### src/hdl/lspe_pkg.sv
`timescale 1ns / 1ps
// Shared types, constants and a helper function of the line sensor position estimator.
package lspe_pkg;

  localparam int SENSORS        = 5;
  localparam int ADC_FULL_SCALE = 4095;
  localparam int NORM_MAX       = 1000;

  localparam int SAMP_W     = 12;
  localparam int CAL_W      = 16;
  localparam int SMOOTH_W   = 25;
  localparam int FRAC_W     = 15;
  localparam int LVL_W      = 10;
  localparam int SUM_W      = 13;
  localparam int POS_W      = 16;
  localparam int WGT_W      = 16;
  localparam int ALPHA_W    = 16;
  localparam int NRM_W      = 12;
  localparam int NRM_NUM_W  = 24;
  localparam int DIV_NUM_W  = 30;
  localparam int DIV_DEN_W  = 16;
  localparam int WSUM_W     = 30;
  localparam int IDX_W      = $clog2(SENSORS);
  localparam int CFG_IDX_W  = 3;
  localparam int CFG_DATA_W = 16;

  localparam int ALPHA_ONE    = 32768;
  localparam int CAL_OK_SPAN  = 20;
  localparam int CAL_MIN_SPAN = 4;
  localparam int THR_RESET    = 500;

  typedef enum logic [1:0] {
    ACT_START_CAL = 2'd0,
    ACT_CAL_FRAME = 2'd1,
    ACT_END_CAL   = 2'd2,
    ACT_MEASURE   = 2'd3
  } action_t;

  typedef enum logic [CFG_IDX_W-1:0] {
    REG_ALPHA   = 3'd0,
    REG_THRESH  = 3'd1,
    REG_WEIGHT0 = 3'd2,
    REG_WEIGHT1 = 3'd3,
    REG_WEIGHT2 = 3'd4,
    REG_WEIGHT3 = 3'd5,
    REG_WEIGHT4 = 3'd6
  } cfg_reg_t;

  typedef struct packed {
    action_t             action;
    logic [SAMP_W-1:0]   sample0;
    logic [SAMP_W-1:0]   sample1;
    logic [SAMP_W-1:0]   sample2;
    logic [SAMP_W-1:0]   sample3;
    logic [SAMP_W-1:0]   sample4;
  } in_word_t;

  typedef struct packed {
    logic signed [POS_W-1:0] position;
    logic                    line_found;
    logic [SUM_W-1:0]        signal_total;
    logic                    calib_valid;
    logic [LVL_W-1:0]        level0;
    logic [LVL_W-1:0]        level1;
    logic [LVL_W-1:0]        level2;
    logic [LVL_W-1:0]        level3;
    logic [LVL_W-1:0]        level4;
  } out_word_t;

  typedef struct packed {
    logic [CAL_W-1:0]    cal_min;
    logic [CAL_W-1:0]    cal_max;
    logic [SMOOTH_W-1:0] smooth;
  } cal_ent_t;

  localparam cal_ent_t ENT_RESET = '{cal_min: '1, cal_max: '0, smooth: '0};

  typedef struct packed {
    logic             en;
    logic [IDX_W-1:0] addr;
    cal_ent_t         data;
  } mem_wr_t;

  typedef struct packed {
    logic                 start;
    logic [DIV_NUM_W-1:0] num;
    logic [DIV_DEN_W-1:0] den;
  } div_req_t;

  typedef struct packed {
    logic                 busy;
    logic                 done;
    logic [DIV_NUM_W-1:0] quo;
  } div_rsp_t;

  function automatic logic signed [WGT_W-1:0] wgt_reset(input int i);
    return WGT_W'((2 * i - (SENSORS - 1)) * 500);
  endfunction

endpackage

### src/hdl/lspe_state_mem.sv
`timescale 1ns / 1ps
// Per-sensor calibration and filter state memory with registered read and entry valid bits.
module lspe_state_mem import lspe_pkg::*; (
  input  logic             clk,
  input  logic             rst_n,
  input  logic             rd_en,
  input  logic [IDX_W-1:0] rd_addr,
  output cal_ent_t         rd_data,
  input  mem_wr_t          wr
);

  cal_ent_t             mem [SENSORS];
  cal_ent_t             rd_raw_r;
  logic [SENSORS-1:0]   vld_r;
  logic                 rd_vld_r;

  always_ff @(posedge clk) begin
    if (wr.en) begin
      mem[wr.addr] <= wr.data;
    end
    if (rd_en) begin
      rd_raw_r <= mem[rd_addr];
    end
  end

  always_ff @(posedge clk) begin
    if (!rst_n) begin
      vld_r    <= '0;
      rd_vld_r <= 1'b0;
    end else begin
      if (wr.en) begin
        vld_r[wr.addr] <= 1'b1;
      end
      if (rd_en) begin
        rd_vld_r <= vld_r[rd_addr];
      end
    end
  end

  // An entry never written reads as its reset contents.
  assign rd_data = rd_vld_r ? rd_raw_r : ENT_RESET;

endmodule

### src/hdl/lspe_div.sv
`timescale 1ns / 1ps
// Restoring unsigned divider that retires one quotient bit per cycle.
module lspe_div import lspe_pkg::*; (
  input  logic     clk,
  input  logic     rst_n,
  input  div_req_t req,
  output div_rsp_t rsp
);

  localparam int CNT_W = $clog2(DIV_NUM_W + 1);

  logic [DIV_DEN_W-1:0] rem_r;
  logic [DIV_DEN_W-1:0] den_r;
  logic [DIV_NUM_W-1:0] quo_r;
  logic [CNT_W-1:0]     cnt_r;
  logic                 busy_r;
  logic                 done_r;
  logic [DIV_DEN_W:0]   trial;
  logic [DIV_DEN_W:0]   diff;
  logic                 ge;

  assign trial = {rem_r, quo_r[DIV_NUM_W-1]};
  assign ge    = trial >= {1'b0, den_r};
  assign diff  = trial - {1'b0, den_r};

  always_ff @(posedge clk) begin
    if (!rst_n) begin
      busy_r <= 1'b0;
      done_r <= 1'b0;
      cnt_r  <= '0;
    end else begin
      done_r <= 1'b0;
      if (req.start) begin
        busy_r <= 1'b1;
        cnt_r  <= CNT_W'(DIV_NUM_W);
      end else if (busy_r) begin
        cnt_r <= cnt_r - CNT_W'(1);
        if (cnt_r == CNT_W'(1)) begin
          busy_r <= 1'b0;
          done_r <= 1'b1;
        end
      end
    end
  end

  always_ff @(posedge clk) begin
    if (req.start) begin
      rem_r <= '0;
      den_r <= req.den;
      quo_r <= req.num;
    end else if (busy_r) begin
      rem_r <= ge ? diff[DIV_DEN_W-1:0] : trial[DIV_DEN_W-1:0];
      quo_r <= {quo_r[DIV_NUM_W-2:0], ge};
    end
  end

  assign rsp.busy = busy_r;
  assign rsp.done = done_r;
  assign rsp.quo  = quo_r;

endmodule

### src/hdl/line_sensor_position_estimator.sv
`timescale 1ns / 1ps
// Line sensor position estimator top level: sequencer, arithmetic and result register.
// A measure word normalises its five sensors in turn with the 30-step serial divider and
// then, if a line is found, divides once more for the centroid position; calibration
// words skip the divider. One word is worked on at a time; a finished result waits in the
// output register while the next word is taken. Synchronous active-low reset clears the
// calibration, filter state, held position and registers to their defaults.
module line_sensor_position_estimator import lspe_pkg::*; (
  input  logic                  clk,
  input  logic                  rst_n,
  input  logic                  in_valid,
  output logic                  in_stall,
  input  in_word_t              in_word,
  output logic                  out_valid,
  input  logic                  out_stall,
  output out_word_t             out_word,
  input  logic                  cfg_valid,
  output logic                  cfg_ready,
  input  logic [CFG_IDX_W-1:0]  cfg_index,
  input  logic [CFG_DATA_W-1:0] cfg_data
);

  typedef enum logic [9:0] {
    ST_IDLE = 10'b0000000001,
    ST_RD   = 10'b0000000010,
    ST_CALC = 10'b0000000100,
    ST_DIV  = 10'b0000001000,
    ST_FLT1 = 10'b0000010000,
    ST_FLT2 = 10'b0000100000,
    ST_ACC  = 10'b0001000000,
    ST_FIN  = 10'b0010000000,
    ST_PDIV = 10'b0100000000,
    ST_DONE = 10'b1000000000
  } state_t;

  state_t                    state_r;
  logic [IDX_W-1:0]          idx_r;
  action_t                   act_r;
  logic [SAMP_W-1:0]         samp_r [SENSORS];
  logic [ALPHA_W-1:0]        alpha_r;
  logic [SUM_W-1:0]          thr_r;
  logic signed [WGT_W-1:0]   wgt_r [SENSORS];
  cal_ent_t                  ent_r;
  logic [NRM_W-1:0]          norm_r;
  logic [27:0]               p1_r;
  logic [LVL_W-1:0]          lvl_r [SENSORS];
  logic [SUM_W-1:0]          sum_r;
  logic signed [WSUM_W-1:0]  wsum_r;
  logic                      found_r;
  logic                      ok_acc_r;
  logic                      cal_ok_r;
  logic signed [POS_W-1:0]   held_r;
  out_word_t                 out_r;
  logic                      out_valid_r;

  logic                      accept;
  logic                      last;
  logic                      rd_en;
  cal_ent_t                  rd_data;
  mem_wr_t                   mem_wr;
  div_req_t                  div_req;
  div_rsp_t                  div_rsp;
  logic [SAMP_W-1:0]         raw;
  logic [CAL_W-1:0]          lo;
  logic [CAL_W-1:0]          hi;
  logic                      span_small;
  logic                      below;
  logic [SAMP_W-1:0]         mul_a;
  logic [NRM_NUM_W-1:0]      nrm_num;
  logic [DIV_DEN_W-1:0]      nrm_den;
  logic                      nrm_zero;
  logic [ALPHA_W-1:0]        alpha_sat;
  logic [ALPHA_W-1:0]        one_minus;
  logic [40:0]               p2;
  logic [28:0]               sm_sum;
  logic [SMOOTH_W-1:0]       new_s;
  logic [LVL_W-1:0]          ip_raw;
  logic [LVL_W-1:0]          ip;
  logic                      found_c;
  logic                      wsum_neg;
  logic [WSUM_W-1:0]         wsum_abs;
  logic [POS_W-1:0]          pos_q;
  logic                      out_free;

  assign cfg_ready = 1'b1;
  assign in_stall  = (state_r != ST_IDLE);
  assign accept    = in_valid && !in_stall;
  assign last      = (idx_r == IDX_W'(SENSORS - 1));
  assign out_free  = !out_valid_r || !out_stall;
  assign out_valid = out_valid_r;
  assign out_word  = out_r;

  assign raw        = samp_r[idx_r];
  assign lo         = rd_data.cal_min;
  assign hi         = rd_data.cal_max;
  assign span_small = {1'b0, hi} <= ({1'b0, lo} + 17'(CAL_MIN_SPAN));
  assign below      = {{(CAL_W - SAMP_W){1'b0}}, raw} < lo;
  assign nrm_zero   = !span_small && below;
  assign mul_a      = span_small ? raw : (raw - lo[SAMP_W-1:0]);
  assign nrm_num    = NRM_NUM_W'(mul_a) * NRM_NUM_W'(NORM_MAX);
  assign nrm_den    = span_small ? DIV_DEN_W'(ADC_FULL_SCALE) : (hi - lo);

  assign alpha_sat  = (alpha_r > ALPHA_W'(ALPHA_ONE)) ? ALPHA_W'(ALPHA_ONE) : alpha_r;
  assign one_minus  = ALPHA_W'(ALPHA_ONE) - alpha_sat;
  assign p2         = 41'(one_minus) * 41'(ent_r.smooth);
  assign sm_sum     = 29'(p1_r) + 29'(p2[40:FRAC_W]);
  assign new_s      = sm_sum[SMOOTH_W-1:0];
  assign ip_raw     = new_s[SMOOTH_W-1:FRAC_W];
  assign ip         = (ip_raw > LVL_W'(NORM_MAX)) ? LVL_W'(NORM_MAX) : ip_raw;

  assign found_c    = sum_r >= thr_r;
  assign wsum_neg   = wsum_r[WSUM_W-1];
  assign wsum_abs   = wsum_neg ? WSUM_W'(-wsum_r) : WSUM_W'(wsum_r);
  assign pos_q      = div_rsp.quo[POS_W-1:0];

  assign rd_en = (state_r == ST_RD);

  always_comb begin
    mem_wr.en   = 1'b0;
    mem_wr.addr = idx_r;
    mem_wr.data = rd_data;
    if (state_r == ST_CALC && act_r == ACT_START_CAL) begin
      mem_wr.en           = 1'b1;
      mem_wr.data.cal_min = '1;
      mem_wr.data.cal_max = '0;
    end else if (state_r == ST_CALC && act_r == ACT_CAL_FRAME) begin
      mem_wr.en           = 1'b1;
      mem_wr.data.cal_min = below ? CAL_W'(raw) : lo;
      mem_wr.data.cal_max = ({{(CAL_W - SAMP_W){1'b0}}, raw} > hi) ? CAL_W'(raw) : hi;
    end else if (state_r == ST_FLT2) begin
      mem_wr.en          = 1'b1;
      mem_wr.data        = ent_r;
      mem_wr.data.smooth = new_s;
    end
  end

  always_comb begin
    div_req.start = 1'b0;
    div_req.num   = DIV_NUM_W'(nrm_num);
    div_req.den   = nrm_den;
    if (state_r == ST_CALC) begin
      div_req.start = (act_r == ACT_MEASURE) && !nrm_zero;
    end else if (state_r == ST_FIN) begin
      div_req.start = (act_r == ACT_MEASURE) && found_c && (sum_r != '0);
      div_req.num   = wsum_abs;
      div_req.den   = DIV_DEN_W'(sum_r);
    end
  end

  lspe_state_mem u_mem (
    .clk     (clk),
    .rst_n   (rst_n),
    .rd_en   (rd_en),
    .rd_addr (idx_r),
    .rd_data (rd_data),
    .wr      (mem_wr)
  );

  lspe_div u_div (
    .clk (clk),
    .rst_n (rst_n),
    .req (div_req),
    .rsp (div_rsp)
  );

  always_ff @(posedge clk) begin
    if (!rst_n) begin
      alpha_r <= ALPHA_W'(ALPHA_ONE);
      thr_r   <= SUM_W'(THR_RESET);
      for (int i = 0; i < SENSORS; i++) begin
        wgt_r[i] <= wgt_reset(i);
      end
    end else if (cfg_valid && cfg_ready) begin
      unique case (cfg_index)
        REG_ALPHA:  alpha_r <= cfg_data;
        REG_THRESH: thr_r   <= cfg_data[SUM_W-1:0];
        default: begin
          if (cfg_index >= REG_WEIGHT0 && cfg_index <= REG_WEIGHT4) begin
            wgt_r[IDX_W'(cfg_index - REG_WEIGHT0)] <= cfg_data;
          end
        end
      endcase
    end
  end

  always_ff @(posedge clk) begin
    if (accept) begin
      act_r     <= in_word.action;
      samp_r[0] <= in_word.sample0;
      samp_r[1] <= in_word.sample1;
      samp_r[2] <= in_word.sample2;
      samp_r[3] <= in_word.sample3;
      samp_r[4] <= in_word.sample4;
    end
    if (state_r == ST_CALC) begin
      ent_r <= rd_data;
    end
    if (state_r == ST_FLT1) begin
      p1_r <= 28'(alpha_sat) * 28'(norm_r);
    end
    if (state_r == ST_DONE && out_free) begin
      out_r.position     <= held_r;
      out_r.line_found   <= found_r;
      out_r.signal_total <= sum_r;
      out_r.calib_valid  <= cal_ok_r;
      out_r.level0       <= lvl_r[0];
      out_r.level1       <= lvl_r[1];
      out_r.level2       <= lvl_r[2];
      out_r.level3       <= lvl_r[3];
      out_r.level4       <= lvl_r[4];
    end
  end

  always_ff @(posedge clk) begin
    if (!rst_n) begin
      state_r     <= ST_IDLE;
      idx_r       <= '0;
      norm_r      <= '0;
      sum_r       <= '0;
      wsum_r      <= '0;
      found_r     <= 1'b0;
      ok_acc_r    <= 1'b1;
      cal_ok_r    <= 1'b0;
      held_r      <= '0;
      out_valid_r <= 1'b0;
      for (int i = 0; i < SENSORS; i++) begin
        lvl_r[i] <= '0;
      end
    end else begin
      if (out_valid_r && !out_stall) begin
        out_valid_r <= 1'b0;
      end
      unique case (state_r)
        ST_IDLE: begin
          if (accept) begin
            idx_r    <= '0;
            sum_r    <= '0;
            wsum_r   <= '0;
            found_r  <= 1'b0;
            ok_acc_r <= 1'b1;
            for (int i = 0; i < SENSORS; i++) begin
              lvl_r[i] <= '0;
            end
            state_r <= ST_RD;
          end
        end
        ST_RD: state_r <= ST_CALC;
        ST_CALC: begin
          if (act_r == ACT_MEASURE) begin
            if (nrm_zero) begin
              norm_r  <= '0;
              state_r <= ST_FLT1;
            end else begin
              state_r <= ST_DIV;
            end
          end else begin
            if (act_r == ACT_END_CAL) begin
              ok_acc_r <= ok_acc_r && ({1'b0, hi} > ({1'b0, lo} + 17'(CAL_OK_SPAN)));
            end
            idx_r   <= last ? idx_r : idx_r + IDX_W'(1);
            state_r <= last ? ST_FIN : ST_RD;
          end
        end
        ST_DIV: begin
          if (div_rsp.done) begin
            norm_r  <= (div_rsp.quo > DIV_NUM_W'(NORM_MAX)) ? NRM_W'(NORM_MAX)
                                                              : div_rsp.quo[NRM_W-1:0];
            state_r <= ST_FLT1;
          end
        end
        ST_FLT1: state_r <= ST_FLT2;
        ST_FLT2: begin
          lvl_r[idx_r] <= ip;
          sum_r        <= sum_r + SUM_W'(ip);
          state_r      <= ST_ACC;
        end
        ST_ACC: begin
          wsum_r  <= wsum_r + WSUM_W'(wgt_r[idx_r]) * WSUM_W'($signed({1'b0, lvl_r[idx_r]}));
          idx_r   <= last ? idx_r : idx_r + IDX_W'(1);
          state_r <= last ? ST_FIN : ST_RD;
        end
        ST_FIN: begin
          state_r <= ST_DONE;
          unique case (act_r)
            ACT_START_CAL: cal_ok_r <= 1'b0;
            ACT_END_CAL:   cal_ok_r <= ok_acc_r;
            ACT_MEASURE: begin
              found_r <= found_c;
              if (found_c && sum_r != '0) begin
                state_r <= ST_PDIV;
              end
            end
            default: ;
          endcase
        end
        ST_PDIV: begin
          if (div_rsp.done) begin
            held_r  <= wsum_neg ? -$signed(pos_q) : $signed(pos_q);
            state_r <= ST_DONE;
          end
        end
        ST_DONE: begin
          if (out_free) begin
            out_valid_r <= 1'b1;
            state_r     <= ST_IDLE;
          end
        end
        default: state_r <= ST_IDLE;
      endcase
    end
  end

  a_idx_range: assert property (@(posedge clk) disable iff (!rst_n)
    idx_r <= IDX_W'(SENSORS - 1))
    else $error("Sensor index out of range.");

  a_no_rw_same_entry: assert property (@(posedge clk) disable iff (!rst_n)
    (rd_en && mem_wr.en) |-> (mem_wr.addr != idx_r))
    else $error("State memory read and write hit the same entry.");

  a_div_start_idle: assert property (@(posedge clk) disable iff (!rst_n)
    div_req.start |-> !div_rsp.busy)
    else $error("Divider started while busy.");

  a_div_done_waited: assert property (@(posedge clk) disable iff (!rst_n)
    div_rsp.done |-> (state_r == ST_DIV || state_r == ST_PDIV))
    else $error("Divider finished with no one waiting.");

endmodule
### config.mk
export PLATFORM = sky130hd
export DESIGN_NAME = line_sensor_position_estimator
export DESIGN_NICKNAME = d
export VERILOG_FILES = /design/src/hdl/lspe_pkg.sv /design/src/hdl/lspe_state_mem.sv /design/src/hdl/lspe_div.sv /design/src/hdl/line_sensor_position_estimator.sv
export SDC_FILE = /design/constraint.sdc
export NUM_CORES = 2
export LEC_CHECK = 0
export ABC_AREA = 1
export BUFFER_PORTS_ARGS = -buffer_cell sky130_fd_sc_hd__buf_2
export CORE_ASPECT_RATIO = 1.1
export CORE_UTILIZATION = 31
export CTS_BUF_LIST = sky130_fd_sc_hd__clkbuf_4 sky130_fd_sc_hd__clkbuf_8 sky130_fd_sc_hd__clkbuf_16
export CTS_CLUSTER_DIAMETER = 60
export CTS_CLUSTER_SIZE = 40
export DETAILED_ROUTE_END_ITERATION = 10
export GPL_TIMING_DRIVEN = 0
export PLACE_DENSITY = 0.54
export SYNTH_ARGS = -nofsm -noshare
export SYNTH_HDL_FRONTEND = slang
export SYNTH_HIERARCHICAL = 1
export SYNTH_SLANG_ARGS = --single-unit
export TNS_END_PERCENT = 100
### constraint.sdc
create_clock -name clk -period 14.8 [get_ports clk]
set_input_delay 1.48 -clock clk [delete_from_list [all_inputs] [get_ports clk]]
set_output_delay 1.48 -clock clk [all_outputs]
set_load 0.03 [all_outputs]
==> results.md <==
- Pin count of the biggest net entering global routing: 63
- Initial antenna violation count: 9
- Final setup vio count: 0
- CTS buffer count: 85
- Starting Density: 0.313
- Post-DP Area: between 70000 and 80000 sq um
- Slowest CP cell: xor2_1
- Synth Instances: 8071
- Via density per instance: 4.96
- Worst-path maximum fanout: 10
- Crit path largest cell delay: around 0.70 ns
- Final WL: 250 mm
- Die Wd: 465 um
- Clock Pin Slew Worst Setup and Hold Paths: roughly 0.080 ns
- Drt first pass iters: 7
- I/O pin cnt: 170
- CTS tree: done
- Final ANT Viol Nets: 0
- Detailed Place HPWL: 200 mm
- Clock Skew: 0.0640 ns
- Fin crit share: 0.942
- CP Data Arrival Time: 14.60 ns
- YS warnings: 6
- Status: completed
- Total Nets Final: 9591
- Top cell by count, worst path: nand2_1
- Die area: ~240000 sq um
- Final Cell Area: 81800 sq um
- Uppermost layer routed: met5
- CTS H-Tree Depth: 3
- Fillers: about 24000
- Buffers on Ports: 168
- Worst-Margin Slew: roughly 1.4 ns
- WS Path Type: reg2reg
- Tot GR Track Use: 0.210
- Max-cap viol count: 0
- Synth-to-layout area growth: 11.7%
- Area of the core: 234000 sq um
- Total gr overflow: 0
- Worst Setup Start Kind: flop
- Max-slew headroom: 0.0640
- Worst skew pair latency: slightly below 0.8 ns
- Vias in the first global route: 58200
- Synth Cell Area: between 70000 and 80000 sq um
- Worst Path Required: 15.46 ns
- Clock tree sinks: 970
- CTS max path bufs: 3
- WL/cell: 21.6 um
- Vias post-DR: 57500
- Hold Vio Cnt, Final: 0
- Routability Congestion: between 0.9 and 1
- # rows: approximately 190
- Min cycle time layout: 13.94 ns
- Hold Crit Class: reg2reg
- Achievable Freq: 71.7 MHz
- Met2 wire len: ~120 mm
- DRC viols: 0
- RSZ-0062 raised after global routing: no
- Pins Over Slew Limit: 0
- First-pass GRT wire length: 374 mm
- Metal-1 WL: 104 mm
- DIE HEIGHT: roughly 500 um
- Clock root buffer: clkbuf_16
- Mean Syn Cell Area: 9.07 sq um
- Initial drt markers: 5082
- Share of cells above drive strength 1: 0.0708
- Setup crit end kind: flop
- DR WL met3: about 16 mm
layout make-up:
class	instances	area, sq um	share of cell area
Multi-Input combinational cell	5461	39200	0.479
Sequential cell	970	27600	0.338
Inverter	1409	5310	0.0650
Tap cell	3102	3880	0.0475
Clock buffer	89	2160	0.0265
Timing Repair Buffer	208	1370	0.0167
Buffer	277	1320	0.0161
Clock inverter	69	877	0.0107
Antenna cell	4	10.0	0.000122
state kept, by name, summed over array words and instances, names as in the netlist, 10 cells and up, named ones only:
| register | count |
|---|---|
| alpha_r | 16 |
| ent_r | 57 |
| held_r | 16 |
| lvl_r | 80 |
| norm_r | 12 |
| out_word | 81 |
| p1_r | 25 |
| samp_r | 60 |
| state_r | 10 |
| sum_r | 13 |
| thr_r | 13 |
| u_div/den_r | 16 |
| u_div/quo_r | 30 |
| u_div/rem_r | 16 |
| u_mem/mem | 285 |
| u_mem/rd_raw_r | 57 |
| wgt_r | 128 |
| wsum_r | 30 |
path summary, 6_finish.rpt:
check	to	slack [ns]	cells after the start	from
max	sum_r[12]	0.86	63	alpha_r[0]
min	out_word[73]	0.43	0	held_r[8]
max reg2reg	sum_r[12]	0.86	63	alpha_r[0]
min reg2reg	out_word[73]	0.43	0	held_r[8]
through the flow:
stage | cells | setup WS, ns | util | hold slack (ns) | setup TNS, ns
2_1_floorplan | 8118 | 4.19 | - | 0.402 | 0
3_3_place_gp | 11400 | -0.282 | 0.334 | 0.421 | -0.468
3_5_place_dp | 11400 | -0.380 | 0.336 | 0.417 | -0.666
4_1_cts | 11600 | 0.00890 | 0.349 | 0.434 | 0
5_1_grt | 11600 | 0.139 | 0.349 | 0.438 | 0
6_report | 11600 | 0.858 | 0.349 | 0.432 | 0
metal layers:
metal  GRT usage  vias up
met3      0.0314      426
li1            -    26500
met1       0.269    28600
met2       0.352     2045
met5           0        -
met4      0.0863        2
cells in the final DEF, fill, tap and decap left out, types with 85 or more instances in the layout:
master,count
o21ai_0,281
nand2_1,1618
xor2_1,108
clkbuf_16,85
fa_1,684
ha_1,409
edfxtp_1,821
dfxtp_1,149
nand3_1,225
o21ai_1,159
nor2_1,1002
clkbuf_1,193
buf_2,217
a21oi_1,380
inv_1,1366
critical path: cells and delay by family (launching register included):
| family | cells | cell delay, ns |
|---|---|---|
| buffers and inverters | 10 | 1.27 |
| adders and majority gates | 11 | 4.58 |
| and+or+nand+nor | 32 | 4.37 |
| DFF | 1 | 0.57 |
| AOI/OAI and AO/OA | 8 | 1.84 |
| xor gates and xnor gates | 2 | 1.13 |
what timing repair did:
| item | 4_1_cts | 5_1_grt |
|---|---|---|
| hold buffers | 0 | 0 |
| resized for setup | 1 | 2 |
| buffers inserted | 0 | 3 |
| pin swaps | 0 | 0 |
| setup endpoints to repair | 2 | 5 |
Power is left out: the tool's default activity adds up to more than one toggle a clock period on the data nets, which glitch-free logic cannot reach.
